--- config.mk ---
export PLATFORM = sky130hd
export DESIGN_NAME = sha1_hash_engine
export DESIGN_NICKNAME = d
export VERILOG_FILES = /design/src/hw/rtl/sha1_pkg.sv /design/src/hw/rtl/sha1_dp.sv /design/src/hw/rtl/sha1_ctrl.sv /design/src/hw/rtl/sha1_hash_engine.sv
export SDC_FILE = /design/constraint.sdc
export NUM_CORES = 2
export LEC_CHECK = 0
export BUFFER_PORTS_ARGS = -buffer_cell sky130_fd_sc_hd__buf_2
export CAP_MARGIN = 20
export CORE_UTILIZATION = 54
export CTS_CLUSTER_SIZE = 30
export DETAILED_ROUTE_END_ITERATION = 6
export GPL_TIMING_DRIVEN = 0
export HOLD_SLACK_MARGIN = 0.06
export PLACE_DENSITY_LB_ADDON = 0.25
export SYNTH_ARGS = -nofsm -noshare
export SYNTH_HDL_FRONTEND = slang
export SYNTH_SLANG_ARGS = --single-unit
--- constraint.sdc ---
create_clock -name i_clk -period 21.7 [get_ports i_clk]
set_input_delay 0 -clock i_clk [delete_from_list [all_inputs] [get_ports i_clk]]
set_output_delay 0 -clock i_clk [all_outputs]
set_load 0.01 [all_outputs]
--- src/hw/rtl/sha1_pkg.sv ---
// SHA-1 engine shared types and constants.
// Depends on nothing; imported by sha1_ctrl, sha1_dp, sha1_hash_engine and tb_top.
`default_nettype none

package sha1_pkg;

    localparam int DIGEST_WORDS = 5;
    localparam int ROUNDS       = 80;
    localparam int ROUND_BITS   = 7;
    localparam int BLOCK_BITS   = 512;

    typedef logic [31:0]           t_word;
    typedef logic [ROUND_BITS-1:0] t_round;
    typedef logic [2:0]            t_widx;
    typedef logic [5:0]            t_fill;

    localparam t_word H_INIT [DIGEST_WORDS] = '{
        32'h67452301, 32'hEFCDAB89, 32'h98BADCFE, 32'h10325476, 32'hC3D2E1F0
    };

    localparam t_word K_ROUND [4] = '{
        32'h5A827999, 32'h6ED9EBA1, 32'h8F1BBCDC, 32'hCA62C1D6
    };

    localparam logic [7:0] PAD_BYTE   = 8'h80;
    localparam t_fill      FILL_LAST  = 6'd63;
    localparam t_fill      FILL_PRELEN = 6'd55;
    localparam t_round     ROUND_LAST = t_round'(ROUNDS - 1);
    localparam t_widx      WIDX_LAST  = t_widx'(DIGEST_WORDS - 1);

    typedef enum logic [1:0] {
        SEL_DATA,
        SEL_PAD,
        SEL_ZERO,
        SEL_LEN
    } t_byte_sel;

    typedef struct packed {
        logic      push;
        logic      count_len;
        t_byte_sel sel;
        logic      round_init;
        logic      round_step;
        logic      add_chain;
        logic      emit_step;
    } t_dp_cmd;

    typedef struct packed {
        t_fill fill;
        logic  round_last;
        logic  emit_last;
    } t_dp_stat;

endpackage

`default_nettype wire

--- src/hw/rtl/sha1_dp.sv ---
// SHA-1 datapath: message window, round registers, chaining words, counters.
// Depends on sha1_pkg; driven by sha1_ctrl commands.
`default_nettype none

module sha1_dp
    import sha1_pkg::*;
#(
    parameter int LEN_BITS = 61
) (
    input  wire logic       i_clk,
    input  wire logic       i_rst_n,
    input  wire t_dp_cmd    i_cmd,
    input  wire logic [7:0] i_data_byte,
    output t_dp_stat        o_stat,
    output logic [31:0]     o_digest_word,
    output logic [2:0]      o_word_index,
    output logic            o_last_word
);

    logic [BLOCK_BITS-1:0] r_win;
    t_word                 r_a, r_b, r_c, r_d, r_e;
    t_word                 r_h [DIGEST_WORDS];
    t_fill                 r_fill;
    logic [LEN_BITS-1:0]   r_len;
    t_round                r_round;
    t_widx                 r_widx;

    logic [63:0] len_bits;
    logic [2:0]  len_pos;
    logic [7:0]  push_byte;
    t_word       w0, w2, w8, w13, w_mix, w_new;
    t_word       f_val, k_val;
    t_word       n_a;
    logic [1:0]  stage;

    assign len_bits = 64'(r_len) << 3;
    assign len_pos  = 3'd7 - r_fill[2:0];

    always_comb begin
        unique case (i_cmd.sel)
            SEL_DATA: push_byte = i_data_byte;
            SEL_PAD:  push_byte = PAD_BYTE;
            SEL_ZERO: push_byte = 8'h00;
            SEL_LEN:  push_byte = 8'(len_bits >> {len_pos, 3'b000});
            default:  push_byte = 8'h00;
        endcase
    end

    // window word i sits at the top minus 32*i
    assign w0    = r_win[BLOCK_BITS-1 -: 32];
    assign w2    = r_win[BLOCK_BITS-1-32*2 -: 32];
    assign w8    = r_win[BLOCK_BITS-1-32*8 -: 32];
    assign w13   = r_win[BLOCK_BITS-1-32*13 -: 32];
    assign w_mix = w13 ^ w8 ^ w2 ^ w0;
    assign w_new = {w_mix[30:0], w_mix[31]};

    always_comb begin
        if (r_round < t_round'(20)) begin
            stage = 2'd0;
        end else if (r_round < t_round'(40)) begin
            stage = 2'd1;
        end else if (r_round < t_round'(60)) begin
            stage = 2'd2;
        end else begin
            stage = 2'd3;
        end
    end

    always_comb begin
        case (stage)
            2'd0:    f_val = (r_b & r_c) | (~r_b & r_d);
            2'd2:    f_val = (r_b & r_c) | (r_b & r_d) | (r_c & r_d);
            default: f_val = r_b ^ r_c ^ r_d;
        endcase
        k_val = K_ROUND[stage];
    end

    assign n_a = {r_a[26:0], r_a[31:27]} + f_val + r_e + k_val + w0;

    always_ff @(posedge i_clk) begin
        if (i_cmd.push) begin
            r_win <= {r_win[BLOCK_BITS-9:0], push_byte};
        end else if (i_cmd.round_step) begin
            r_win <= {r_win[BLOCK_BITS-33:0], w_new};
        end
        if (i_cmd.round_init) begin
            r_a <= r_h[0];
            r_b <= r_h[1];
            r_c <= r_h[2];
            r_d <= r_h[3];
            r_e <= r_h[4];
        end else if (i_cmd.round_step) begin
            r_a <= n_a;
            r_b <= r_a;
            r_c <= {r_b[1:0], r_b[31:2]};
            r_d <= r_c;
            r_e <= r_d;
        end
    end

    always_ff @(posedge i_clk) begin
        if (!i_rst_n) begin
            r_h     <= H_INIT;
            r_fill  <= '0;
            r_len   <= '0;
            r_round <= '0;
            r_widx  <= '0;
        end else begin
            if (i_cmd.push) begin
                r_fill <= r_fill + t_fill'(1);
            end
            if (i_cmd.count_len) begin
                r_len <= r_len + LEN_BITS'(1);
            end
            if (i_cmd.round_init) begin
                r_round <= '0;
            end else if (i_cmd.round_step) begin
                r_round <= r_round + t_round'(1);
            end
            if (i_cmd.add_chain) begin
                r_h[0] <= r_h[0] + r_a;
                r_h[1] <= r_h[1] + r_b;
                r_h[2] <= r_h[2] + r_c;
                r_h[3] <= r_h[3] + r_d;
                r_h[4] <= r_h[4] + r_e;
            end
            if (i_cmd.emit_step) begin
                if (r_widx == WIDX_LAST) begin
                    r_widx <= '0;
                    r_h    <= H_INIT;
                    r_len  <= '0;
                end else begin
                    r_widx <= r_widx + t_widx'(1);
                end
            end
        end
    end

    assign o_stat.fill       = r_fill;
    assign o_stat.round_last = (r_round == ROUND_LAST);
    assign o_stat.emit_last  = (r_widx == WIDX_LAST);

    assign o_digest_word = r_h[r_widx];
    assign o_word_index  = r_widx;
    assign o_last_word   = (r_widx == WIDX_LAST);

endmodule

`default_nettype wire

--- src/hw/rtl/sha1_ctrl.sv ---
// SHA-1 controller: byte intake, padding sequence, compression and digest beats.
// Depends on sha1_pkg; commands sha1_dp.
`default_nettype none

module sha1_ctrl
    import sha1_pkg::*;
(
    input  wire logic     i_clk,
    input  wire logic     i_rst_n,
    input  wire logic     i_start,
    input  wire logic     i_byte_present,
    input  wire logic     i_finish,
    input  wire t_dp_stat i_stat,
    output t_dp_cmd       o_cmd,
    output logic          o_busy,
    output logic          o_valid
);

    typedef enum logic [2:0] {
        S_IDLE,
        S_PAD80,
        S_PADZ,
        S_PADLEN,
        S_ROUND,
        S_ADD,
        S_EMIT
    } t_state;

    t_state r_state;
    t_state r_ret;
    logic   accept;
    logic   full;

    assign accept = i_start && (r_state == S_IDLE);
    assign full   = (i_stat.fill == FILL_LAST);

    always_comb begin
        o_cmd     = '0;
        o_cmd.sel = SEL_DATA;
        unique case (r_state)
            S_IDLE: begin
                o_cmd.push       = accept && i_byte_present;
                o_cmd.count_len  = accept && i_byte_present;
                o_cmd.round_init = accept && i_byte_present && full;
            end
            S_PAD80: begin
                o_cmd.push       = 1'b1;
                o_cmd.sel        = SEL_PAD;
                o_cmd.round_init = full;
            end
            S_PADZ: begin
                o_cmd.push       = 1'b1;
                o_cmd.sel        = SEL_ZERO;
                o_cmd.round_init = full;
            end
            S_PADLEN: begin
                o_cmd.push       = 1'b1;
                o_cmd.sel        = SEL_LEN;
                o_cmd.round_init = full;
            end
            S_ROUND: o_cmd.round_step = 1'b1;
            S_ADD:   o_cmd.add_chain  = 1'b1;
            S_EMIT:  o_cmd.emit_step  = 1'b1;
            default: o_cmd = '0;
        endcase
    end

    assign o_busy  = (r_state != S_IDLE);
    assign o_valid = (r_state == S_EMIT);

    always_ff @(posedge i_clk) begin
        if (!i_rst_n) begin
            r_state <= S_IDLE;
            r_ret   <= S_IDLE;
        end else begin
            unique case (r_state) inside
                S_IDLE: begin
                    if (accept) begin
                        if (i_byte_present && full) begin
                            r_state <= S_ROUND;
                            r_ret   <= i_finish ? S_PAD80 : S_IDLE;
                        end else if (i_finish) begin
                            r_state <= S_PAD80;
                        end
                    end
                end
                S_PAD80, S_PADZ: begin
                    if (full) begin
                        r_state <= S_ROUND;
                        r_ret   <= S_PADZ;
                    end else if (i_stat.fill == FILL_PRELEN) begin
                        r_state <= S_PADLEN;
                    end else begin
                        r_state <= S_PADZ;
                    end
                end
                S_PADLEN: begin
                    if (full) begin
                        r_state <= S_ROUND;
                        r_ret   <= S_EMIT;
                    end
                end
                S_ROUND: begin
                    if (i_stat.round_last) begin
                        r_state <= S_ADD;
                    end
                end
                S_ADD:  r_state <= r_ret;
                S_EMIT: begin
                    if (i_stat.emit_last) begin
                        r_state <= S_IDLE;
                    end
                end
                default: r_state <= S_IDLE;
            endcase
        end
    end

    a_round_no_push: assert property (@(posedge i_clk) disable iff (!i_rst_n)
        (r_state == S_ROUND) |-> !o_cmd.push)
        else $error("byte pushed during compression");

    a_full_compress: assert property (@(posedge i_clk) disable iff (!i_rst_n)
        (o_cmd.push && full) |=> (r_state == S_ROUND))
        else $error("full block not compressed");

    a_emit_from_add: assert property (@(posedge i_clk) disable iff (!i_rst_n)
        $rose(o_valid) |-> ($past(r_state) == S_ADD))
        else $error("digest beats without final compression");

endmodule

`default_nettype wire

--- src/hw/rtl/sha1_hash_engine.sv ---
// SHA-1 hash engine top level: controller plus datapath.
// Depends on sha1_pkg, sha1_ctrl and sha1_dp.
// A byte that fills a block starts a compression: 80 rounds, then a chain add.
// Finish: 9 to 72 pad bytes and 1 or 2 compressions, then 5 digest beats on consecutive
// cycles; o_valid marks each, receiver cannot stall.
// Synchronous active-low reset restores h0..h4, clears byte and length counters.
`default_nettype none

module sha1_hash_engine
    import sha1_pkg::*;
#(
    parameter int LENGTH_COUNT_BITS = 61
) (
    input  wire logic        i_clk,
    input  wire logic        i_rst_n,
    input  wire logic        start,
    output logic             busy,
    input  wire logic [7:0]  i_data_byte,
    input  wire logic        i_byte_present,
    input  wire logic        i_finish,
    output logic             o_valid,
    output logic [31:0]      o_digest_word,
    output logic [2:0]       o_word_index,
    output logic             o_last_word
);

    t_dp_cmd  cmd;
    t_dp_stat stat;

    sha1_ctrl u_ctrl (
        .i_clk          (i_clk),
        .i_rst_n        (i_rst_n),
        .i_start        (start),
        .i_byte_present (i_byte_present),
        .i_finish       (i_finish),
        .i_stat         (stat),
        .o_cmd          (cmd),
        .o_busy         (busy),
        .o_valid        (o_valid)
    );

    sha1_dp #(
        .LEN_BITS (LENGTH_COUNT_BITS)
    ) u_dp (
        .i_clk         (i_clk),
        .i_rst_n       (i_rst_n),
        .i_cmd         (cmd),
        .i_data_byte   (i_data_byte),
        .o_stat        (stat),
        .o_digest_word (o_digest_word),
        .o_word_index  (o_word_index),
        .o_last_word   (o_last_word)
    );

    a_beats_run: assert property (@(posedge i_clk) disable iff (!i_rst_n)
        (o_valid && !o_last_word) |=> (o_valid && (o_word_index == $past(o_word_index) + 3'd1)))
        else $error("digest beats broken");

    a_last_ends: assert property (@(posedge i_clk) disable iff (!i_rst_n)
        (o_valid && o_last_word) |=> !o_valid)
        else $error("beat after last digest word");

    a_finish_busy: assert property (@(posedge i_clk) disable iff (!i_rst_n)
        (start && !busy && i_finish) |=> busy)
        else $error("finish accepted without padding");

endmodule

`default_nettype wire

==> reports/metrics.csv <==
metric,value,unit
sw frac,35.9,%
top-area cell type share of the netlist area,38.3,%
IO buf count,50,
first-pass GRT wire length,254000,um
TNS Setup,0,ns
kind of critical path,reg2reg,
YS warnings,0,
initial core utilization,54.5,%
cell count after placement,7117,
Post-Route WL,171000,um
clk root buf,clkbuf_16,
initial antenna violation count,2,
Max clock buf depth,3,
die area,0.0987,mm2
Slowest cell on crit path,clkbuf_1,
post-DR wirelength/cell,23.3,um
leading area contributor after synthesis,edfxtp_1,
post-CTS sizing,0,
distinct cell type count after synthesis,81,
worst slack at placement,13.50,ns
crit path capture type,flop,
CP Buf/Inv Count,6,
fin crit share,39.2,%
crit path time final,8.50,ns
cell-internal power,4440,uW
share of cells above drive strength 1,5.33,%
Ports,51,
post-route ant nets,0,
cell family with most CP delay,buffers and inverters,
Worst-Margin Slew,1.23,ns
Max-Cap Viols,0,
Final #Nets,6290,
"FF+latch count, synth",915,
worst path required time,22.12,ns
CTS sink count,915,
core area,0.0966,mm2
hold slack,0.179,ns
Clock transition at path regs,0.07,ns
Final Core Density,60.7,%
clock latency at the later pin of the worst-skew pair,0.73,ns
row cnt,114,
htree depth,3,
setup violators final,0,
Leakage,0.0247,uW
Final Hold Viols,0,
"Avg Cell Area, Syn",9.13,um2
routed vias,43000,
CP Max Fanout,10,
gr ovfl total,0,
Power per Cell Area,118,mW/mm2
chip height,314,um
combinational fraction of design power,28.2,%
hold crit path type,in2reg,
post-route insts no fill,7319,
Starting DRT DRC Count,4357,
Worst Slack Setup Final,13.20,ns
"Seq/Total Area, Yosys",47.6,%
Die W,314,um
Post-synth ARST share,0,%
CTS tree,built,
placer congestion estimate,1.01,
Net Switching,2490,uW
vias per cell,5.88,
n_diodes,0,
Mapped Nets,6099,
Inserted Clock Buffers,100,
"slowest stage delay, CP",0.90,ns
"Top FF cell, synth",edfxtp_1,
GRT Total Usage,34.6,%
Reg power frac,45.9,%
Layout area overhead,11.3,%
Worst Skew,0.0423,ns
Final Max Slew Viols,0,
largest net degree at the start of global routing,73,
"EDFF count, synth",672,
Synth Instances,5765,
worst IR drop on VDD,0.0935,mV
vias in the first global route,41900,
RSZ-0062 raised after global routing,false,
Rel. slew slack,18.0,%
number of remaining DRC errors,0,
Startpoint Class,flop,
Clock power frac,26.0,%
"Cell Area, Synth",0.0526,mm2
top post-synthesis cells by area,"edfxtp_1, nand2_1, dfxtp_1, fa_1, ha_1",
DP HPWL,133000,um
Achievable Freq,0.118,GHz
Worst EP arrival,8.92,ns
status,"finished, final reports clean",
DRT Pass-1 Iters,6,
[metal layers]
metal,share of wire (%),GRT usage [%]
met3,8.5,5.47
met1,38,43.1
met5,0,0
met2,48,57.5
met4,6.1,19.2
[cells in the final DEF (no fill, tap or decap), types with 28 or more instances in the layout]
cell type  synthesis  layout
buf_1             28      28
buf_2              1      51
a211oi_1          52      52
mux2i_1           32      32
o211ai_1          68      68
nand4_1           33      33
edfxtp_1         672     672
ha_1             196     196
and3_1            35      35
nand2_1         2149    2147
clkbuf_16          0     102
mux4_2            45      45
a21oi_1          253     252
or3_1             31      31
nor2_1           232     232
xnor2_1          206     206
nand2b_1          35      35
a21o_1            71      71
o21a_1            30      30
fa_1             125     125
clkbuf_1         230     252
o21ai_0          266     266
xor2_1            97      97
dfxtp_1          243     243
nor3_1            35      35
nand3_1           72      72
inv_1            270     270
[timing repair]
action                                 CTS  global route
endpoints found under the hold margin   30             0
hold buffers                            13             0
buffers inserted                         0             0
[worst min-delay path, stage by stage]
cell	delay, ns
dlygate4sd3_1	0.53
buf_2	0.19
a21boi_0	0.14
[final cells by class]
class                           instances  area [um2]
Multi-Input combinational cell       4318       25600
Clock inverter                         53         656
Inverter                              271        1020
Clock buffer                          136        2790
Sequential cell                       915       25000
Fill cell                            8255       38000
Tap cell                             1276        1600
Timing Repair Buffer                   89         893
Buffer                                261         997
[sequential cells by signal, indices dropped and copies added (netlist names)]
signal and count:
u_dp.r_win 512, u_dp.r_h 160, u_dp.r_len 61, u_dp.r_a 32
u_dp.r_b 32, u_dp.r_c 32, u_dp.r_d 32, u_dp.r_e 32
u_dp.r_round 7, u_dp.r_fill 6, u_ctrl.r_ret 3, u_ctrl.r_state 3
u_dp.o_word_index 3
[cell usage after synthesis (6+ instances only)]
cell type / count
clkbuf_1: 230
o31ai_1: 13
o21a_1: 30
edfxtp_1: 672
nor2_1: 232
a211oi_1: 52
fa_1: 125
nand2_1: 2149
nand3_1: 72
or4_1: 6
dfxtp_1: 243
o21ai_0: 266
nor2b_1: 22
or2_2: 11
a21o_1: 71
nand4_1: 33
mux4_2: 45
o21bai_1: 17
a211o_1: 12
a221oi_1: 18
buf_1: 28
and2_1: 7
and3_1: 35
nor3b_1: 8
ha_1: 196
inv_1: 270
xor2_1: 97
xnor2_1: 206
nand3b_1: 6
nor4_1: 7
mux2i_1: 32
a31oi_1: 27
nand2b_1: 35
or3_1: 31
o211ai_1: 68
and4_1: 10
a21oi_1: 253
mux2_2: 11
nor3_1: 35
[path summary, 6_finish.rpt]
| path | from | to | slack, ns | depth (start not counted) |
|---|---|---|---|---|
| max | u_dp.r_round[3] | u_dp.r_a[23] | 13.20 | 25 |
| min | i_rst_n | u_ctrl.r_ret[2] | 0.18 | 3 |
| max reg2reg | u_dp.r_round[3] | u_dp.r_a[23] | 13.20 | 25 |
| min reg2reg | u_dp.r_round[1] | u_dp.r_round[1] | 0.48 | 2 |
[per-stage QoR]
step	power [uW]	instance area, um2
CTS	6920	58600
floorplan	4530	52600
finish	6930	58600
detailed placement	5120	55000
global placement	5290	54500
global route	7280	58600
[logic make-up after synthesis]
family	synth area share [%]
AO/OA/AOI/OAI	10.4
XOR/XNOR	5.04
adder cells (fa/ha/maj)	9.41
buffers and inverters	3.82
flip-flops	47.6
multiplexers	2.77
AND/OR/NAND/NOR	21.0
[power groups by stage]
stage	sequential, uW	clock, uW	combinational, uW
2_1_floorplan	3150	0	1390
3_3_place_gp	3450	0	1840
3_5_place_dp	3190	0	1930
4_1_cts	3160	1810	1950
5_1_grt	3220	1870	2190
6_report	3180	1800	1950
(Power assumes the default switching activity.)
